--- src/hw/rtl/bmbs_pkg.sv ---
`timescale 1ns / 1ps
// ----------------------------------------------------------------------------
// bmbs_pkg
// shared types and constants of the brushed motor bridge sequencer
// ----------------------------------------------------------------------------
package bmbs_pkg;

    localparam int SPEED_W    = 16;
    localparam int TIME_W     = 32;
    localparam int DUTY_W     = 15;
    localparam int DEADTIME_W = 20;
    localparam int BRAKE_W    = 2;
    localparam int THRESH_W   = 15;

    localparam logic [DUTY_W-1:0] FULL_DUTY = 15'h7fff;

    // register indexes on the configuration port
    localparam logic [1:0] REG_PARAMS_VALID   = 2'd0;
    localparam logic [1:0] REG_DEAD_TIME      = 2'd1;
    localparam logic [1:0] REG_STOP_DRIVE     = 2'd2;
    localparam logic [1:0] REG_ZERO_THRESHOLD = 2'd3;

    // stop drive codes
    localparam logic [BRAKE_W-1:0] BRAKE_COAST = 2'd0;
    localparam logic [BRAKE_W-1:0] BRAKE_LOW   = 2'd1;
    localparam logic [BRAKE_W-1:0] BRAKE_HIGH  = 2'd2;

    // overall status codes
    localparam logic [1:0] STATUS_OK    = 2'd0;
    localparam logic [1:0] STATUS_ERROR = 2'd2;

    typedef enum logic [1:0] {
        MODE_STOP  = 2'd0,
        MODE_RUN   = 2'd1,
        MODE_PAUSE = 2'd2
    } mode_t;

    typedef struct packed {
        logic signed [SPEED_W-1:0] speed_cmd;
        logic        [TIME_W-1:0]  now_us;
        logic                      bridge_fault;
    } cmd_t;

    typedef struct packed {
        logic              drive_valid;
        logic [DUTY_W-1:0] high_duty_a;
        logic              low_on_a;
        logic [DUTY_W-1:0] high_duty_b;
        logic              low_on_b;
        logic [1:0]        mode_now;
        logic              err_no_params;
        logic              err_bridge;
        logic [1:0]        overall_status;
    } drv_t;

    typedef struct packed {
        logic                  params_valid;
        logic [DEADTIME_W-1:0] dead_time;
        logic [BRAKE_W-1:0]    stop_drive;
        logic [THRESH_W-1:0]   zero_threshold;
    } cfg_t;

    typedef struct packed {
        mode_t                     mode;
        logic signed [SPEED_W-1:0] prev_speed;
        logic        [TIME_W-1:0]  pause_start_us;
        logic                      err_no_params;
        logic                      err_bridge;
    } state_t;

endpackage

--- src/hw/rtl/bmbs_step.sv ---
`timescale 1ns / 1ps
// ----------------------------------------------------------------------------
// bmbs_step
// one sequencer step: next mode, bridge drive and error flags for a command
// ----------------------------------------------------------------------------
module bmbs_step
    import bmbs_pkg::*;
(
    input  cfg_t   cfg,
    input  state_t state_cur,
    input  cmd_t   cmd,
    output state_t state_next,
    output drv_t   drv
);

    logic signed [SPEED_W-1:0] spd;
    logic [SPEED_W-1:0]        spd_mag;
    logic                      near_zero;
    logic                      reversal;
    logic [TIME_W-1:0]         elapsed;
    logic                      pause_done;
    mode_t                     want;
    mode_t                     mode_new;
    logic                      err_np;
    logic                      err_br;

    assign spd     = cmd.speed_cmd;
    // most negative speed gives 32768, which is fine as an unsigned magnitude
    assign spd_mag = spd[SPEED_W-1] ? SPEED_W'(~spd + 1'b1) : SPEED_W'(spd);
    assign near_zero = spd_mag < {1'b0, cfg.zero_threshold};
    assign reversal  = ((spd > 0) && (state_cur.prev_speed < 0))
                    || ((spd < 0) && (state_cur.prev_speed > 0));
    assign elapsed    = cmd.now_us - state_cur.pause_start_us;
    assign pause_done = elapsed >= {{(TIME_W-DEADTIME_W){1'b0}}, cfg.dead_time};

    always_comb
    begin
        unique case (state_cur.mode)
            MODE_STOP:
            begin
                want = (spd != 0) ? MODE_RUN : MODE_STOP;
            end
            MODE_RUN:
            begin
                if (near_zero)
                    want = MODE_STOP;
                else if (reversal && (cfg.dead_time != '0))
                    want = MODE_PAUSE;
                else
                    want = MODE_RUN;
            end
            MODE_PAUSE:
            begin
                if (near_zero)
                    want = MODE_STOP;
                else if (pause_done)
                    want = MODE_RUN;
                else
                    want = MODE_PAUSE;
            end
            default:
            begin
                want = state_cur.mode;
            end
        endcase
    end

    always_comb
    begin
        state_next = state_cur;
        mode_new   = state_cur.mode;
        err_np     = 1'b1;
        err_br     = state_cur.err_bridge;

        drv             = '0;

        if (cfg.params_valid)
        begin
            err_np   = 1'b0;
            mode_new = want;
            if (want != state_cur.mode)
                state_next.pause_start_us = (want == MODE_RUN) ? '0 : cmd.now_us;
            state_next.mode = want;

            drv.drive_valid = 1'b1;
            unique case (want)
                MODE_STOP:
                begin
                    if (cfg.stop_drive == BRAKE_LOW)
                    begin
                        drv.low_on_a = 1'b1;
                        drv.low_on_b = 1'b1;
                    end
                    else if (cfg.stop_drive == BRAKE_HIGH)
                    begin
                        drv.high_duty_a = FULL_DUTY;
                        drv.high_duty_b = FULL_DUTY;
                    end
                end
                MODE_RUN:
                begin
                    if (spd > 0)
                    begin
                        drv.high_duty_a = spd[DUTY_W-1:0];
                        drv.low_on_b    = 1'b1;
                    end
                    else
                    begin
                        drv.low_on_a    = 1'b1;
                        drv.high_duty_b = spd_mag[DUTY_W] ? FULL_DUTY : spd_mag[DUTY_W-1:0];
                    end
                end
                default:
                begin
                    // pause: bridge floats
                end
            endcase

            if (cmd.bridge_fault)
                err_br = 1'b1;
            else
            begin
                err_br                = 1'b0;
                state_next.prev_speed = spd;
            end
        end

        state_next.err_no_params = err_np;
        state_next.err_bridge    = err_br;
        drv.mode_now       = mode_new;
        drv.err_no_params  = err_np;
        drv.err_bridge     = err_br;
        drv.overall_status = (err_np || err_br) ? STATUS_ERROR : STATUS_OK;
    end

endmodule

--- config.mk ---
export PLATFORM = sky130hd
export DESIGN_NAME = bmbs_step
export DESIGN_NICKNAME = d
export VERILOG_FILES = /design/src/hw/rtl/bmbs_pkg.sv /design/src/hw/rtl/bmbs_step.sv
export SDC_FILE = /design/constraint.sdc
export NUM_CORES = 1
export LEC_CHECK = 0
export ABC_AREA = 0
export ABC_CLOCK_PERIOD_IN_PS = 5800
export BUFFER_PORTS_ARGS = -buffer_cell sky130_fd_sc_hd__buf_2
export CAP_MARGIN = 20
export CORE_ASPECT_RATIO = 1.5
export CORE_UTILIZATION = 40
export DETAILED_ROUTE_END_ITERATION = 8
export PLACE_DENSITY = 0.7
export SLEW_MARGIN = 20
export SYNTH_ARGS = -nofsm -noshare
export SYNTH_HDL_FRONTEND = slang
export SYNTH_SLANG_ARGS = --single-unit
--- constraint.sdc ---
create_clock -name vclk -period 5.8
set_input_delay 0.29 -clock vclk [all_inputs]
set_output_delay 0.29 -clock vclk [all_outputs]
set_load 0.05 [all_outputs]
==> impl_metrics.yaml <==
sta:
  timing_worst_slew_pin_value_ns: 0.9782
  period_minus_slack_ns: 5.511
  finalCritPeriodShare: 0.9502
  setup_viol: 0
  setup_total_negative_slack_ns: 0
  hold_slack_ns: 0.9835
  timing.max_slew.rel_slack: 0.3435
  grt_setup_unrepaired: "false"
  max_freq_mhz: 181.4
  final_hold_viol_count: 0
  finalMaxSlewViolations: 0
power_and_ir_drop:
  powerDensity_nw_per_um2: 132.6
  irDropWorstVdd_uv: 53.77
  switching_share: 0.6374
  combinational_cell_fraction_of_total_power: 1.000
  design_internal_power_uw: 299.1
  switching_pwr_uw: 525.8
  power.share.sequential: 0
  power.leakage_nw: 3.332
  clkPwrFrac: 0
  design_power_total_uw: 824.9
critical_path:
  worst_path_max_delay_cell: "or3_1"
  timing.critical_path.cells: "buf_2 -> inv_1 -> ha_1 -> a21oi_1 -> o21ai_0 -> a21oi_1 -> nand2_2 -> a31oi_2 -> o21ai_1 -> xor2_1 -> ha_1 -> a221oi_1 -> o221ai_1 -> nor4_2 -> nand4_1 -> or3_1 -> nor4_2 -> a41oi_1 -> nor2_1 -> a2111o_2 -> buf_12 -> mux2_2 -> buf_2"
  timing.critical_path.arrival_ns: 5.22
  path_class: "in -> out"
  worstSetupEndpointType: "primary output"
  worst_setup_path_startpoint: "state_cur[10]"
  critical_path.endpoint: "state_next[3]"
  timing.critical_path.required_ns: 5.51
  worst_path_largest_cell_delay_ns: 0.40
  cp-start-kind: "input port"
  worst-path-max-fanout: 17
synth:
  syn_inst: 746
  synth.yosys.seq_area_share: 0
  synth_nets: 952
  syn-cell-area_um2: 4890
  avgSynthCellArea_um2: 6.555
  synth_warnings: 0
  ys_types: 67
floorplanning:
  die_width_um: 92.28
  die_h_um: 137.4
  core.rowCount: 49
  floorplan.initialDensity: 0.4090
  floorplan.die_area_um2: 12680
  ioPinCount: 230
  core-area_um2: 11960
worst_hold_path:
  hp-class: "in -> out"
final_layout:
  layout-drive-gt1-share: 0.3362
  num-fill-cells: 1267
  final_core_utilization: 0.5205
  nClkBuffers: 0
  area.growth.synth_to_final_pct: 27.25
  combined_flip_flop_and_latch_cell_area_um2: 0
  design.seq.count: 0
  final_net_count: 1154
drt:
  num_vias: 6014
  final_antenna_net_count: 0
  avgRoutedWirePerCell_um: 14.91
  wl_um: 16410
  drc_errors: 0
  detail_route.iter0.violations: 226
  post_detailed_route_via_to_cell_ratio: 5.467
  dr.pass1.iters: 5
grt:
  grt_start_max_net_pins: 46
  track_usage: 0.2458
  antenna_found_initial: 1
  grt_first_pass_wirelength_um: 25710
  total_overflow_reported_by_the_global_router: 0
  first_global_vias: 5602
clock_network:
  cts_hold_buf: 0
place:
  port-buffer-count: 228
  dp_hpwl_um: 14030
  globalplace.congestion: 0.9482
status:
  status: "complete, no violations"
run:
  maxCapViolCount: 0
[cells in the mapped netlist, drive strengths merged (8+ instances only)]
master  count  area, um^2
inv       107       401.6
a21oi      83       415.4
ha         66       825.8
nor2       66       247.7
nand2      61       229.0
mux2       49       664.4
o21ai      43       219.0
clkbuf     25       93.84
nand3      25       125.1
o211ai     23       177.7
xnor2      22       192.7
buf        21       142.6
nor4       15       93.84
nand4      13       81.33
nor3       13       70.07
xor2       12       105.1
or3         8       50.05
[repair_timing]
action / in CTS / in global routing
setup buffers: 0 / 0
endpoints found under the setup margin: 0 / 68
gates resized for setup: 0 / 14
[per-layer routing]
layer / GRT usage / vias up / share of wire
met4: 0.08681 / 0 / 0.033
li1: - / 3048 / -
met2: 0.4900 / 234 / 0.52
met5: 0 / - / 0
met3: 0.01656 / 40 / 0.050
met1: 0.2684 / 2692 / 0.40
[logic make-up after synthesis]
kind of cell | synth area share
simple gates | 0.2293
compound gates | 0.2669
buf+inv | 0.1313
fa+ha+maj | 0.1730
mux | 0.1379
xor+xnor | 0.06090
other cells | 0.0007669
[cell type report]
cell class | count | area, um^2 | area share
multi-input cells | 592 | 4309 | 0.6925
repair buffers | 246 | 1314 | 0.2111
inverters | 108 | 405.4 | 0.06515
well taps | 153 | 191.4 | 0.03077
diodes | 1 | 2.502 | 0.0004022
[worst min path at each step]
stage	from	endpoint	slack [ns]	depth (start not counted)
2_1_floorplan	cfg[37]	drv[38]	0.75	1
3_3_place_gp	cfg[37]	drv[38]	0.97	2
3_5_place_dp	cfg[37]	drv[38]	0.98	2
4_1_cts	cfg[37]	drv[38]	0.98	2
5_1_grt	cfg[37]	drv[38]	0.99	2
6_report	cfg[37]	drv[38]	0.98	2
[power by group through the flow]
| stage | logic [mW] | clock network [mW] | registers (mW) |
|---|---|---|---|
| after CTS | 0.815 | 0 | 0 |
| after floorplan | 0.603 | 0 | 0 |
| after global routing | 0.899 | 0.0000000230 | 0 |
| final | 0.825 | 0.0000000231 | 0 |
| after detailed placement | 0.812 | 0 | 0 |
| after global placement | 0.805 | 0 | 0 |
[critical path, delay by kind of cell]
family / cells / cell delay, ns
compound gates: 9 / 1.82
simple gates: 6 / 1.37
fa+ha+maj: 2 / 0.68
buf+inv: 4 / 0.53
mux: 1 / 0.35
xor+xnor: 1 / 0.16
[placed cells by master, fill, tap and decap left out, types with 5 or more instances in the layout]
cell type,n
buf_2,228
a21o_1,7
a21oi_1,82
xor2_1,12
o211ai_1,22
nand4_1,13
or3_1,8
nand2_1,59
mux2_2,19
buf_4,15
nor4_1,13
nand3_1,25
o31ai_1,7
nand2b_1,5
mux2_4,30
nor3_1,12
ha_1,64
nor2_1,66
o21a_1,7
o21ai_0,37
xnor2_1,22
inv_1,107
[per-stage QoR]
stage	cells	worst slack [ns]	cell area [um^2]
global route	1100	0.007653	6222
CTS	1099	0.03175	6166
detailed placement	1099	0.06891	6166
finish	1100	0.2888	6222
global placement	1099	0.1313	6166
floorplan	746	0.1080	4890
Note: power is estimated with default switching activity, not from simulation.
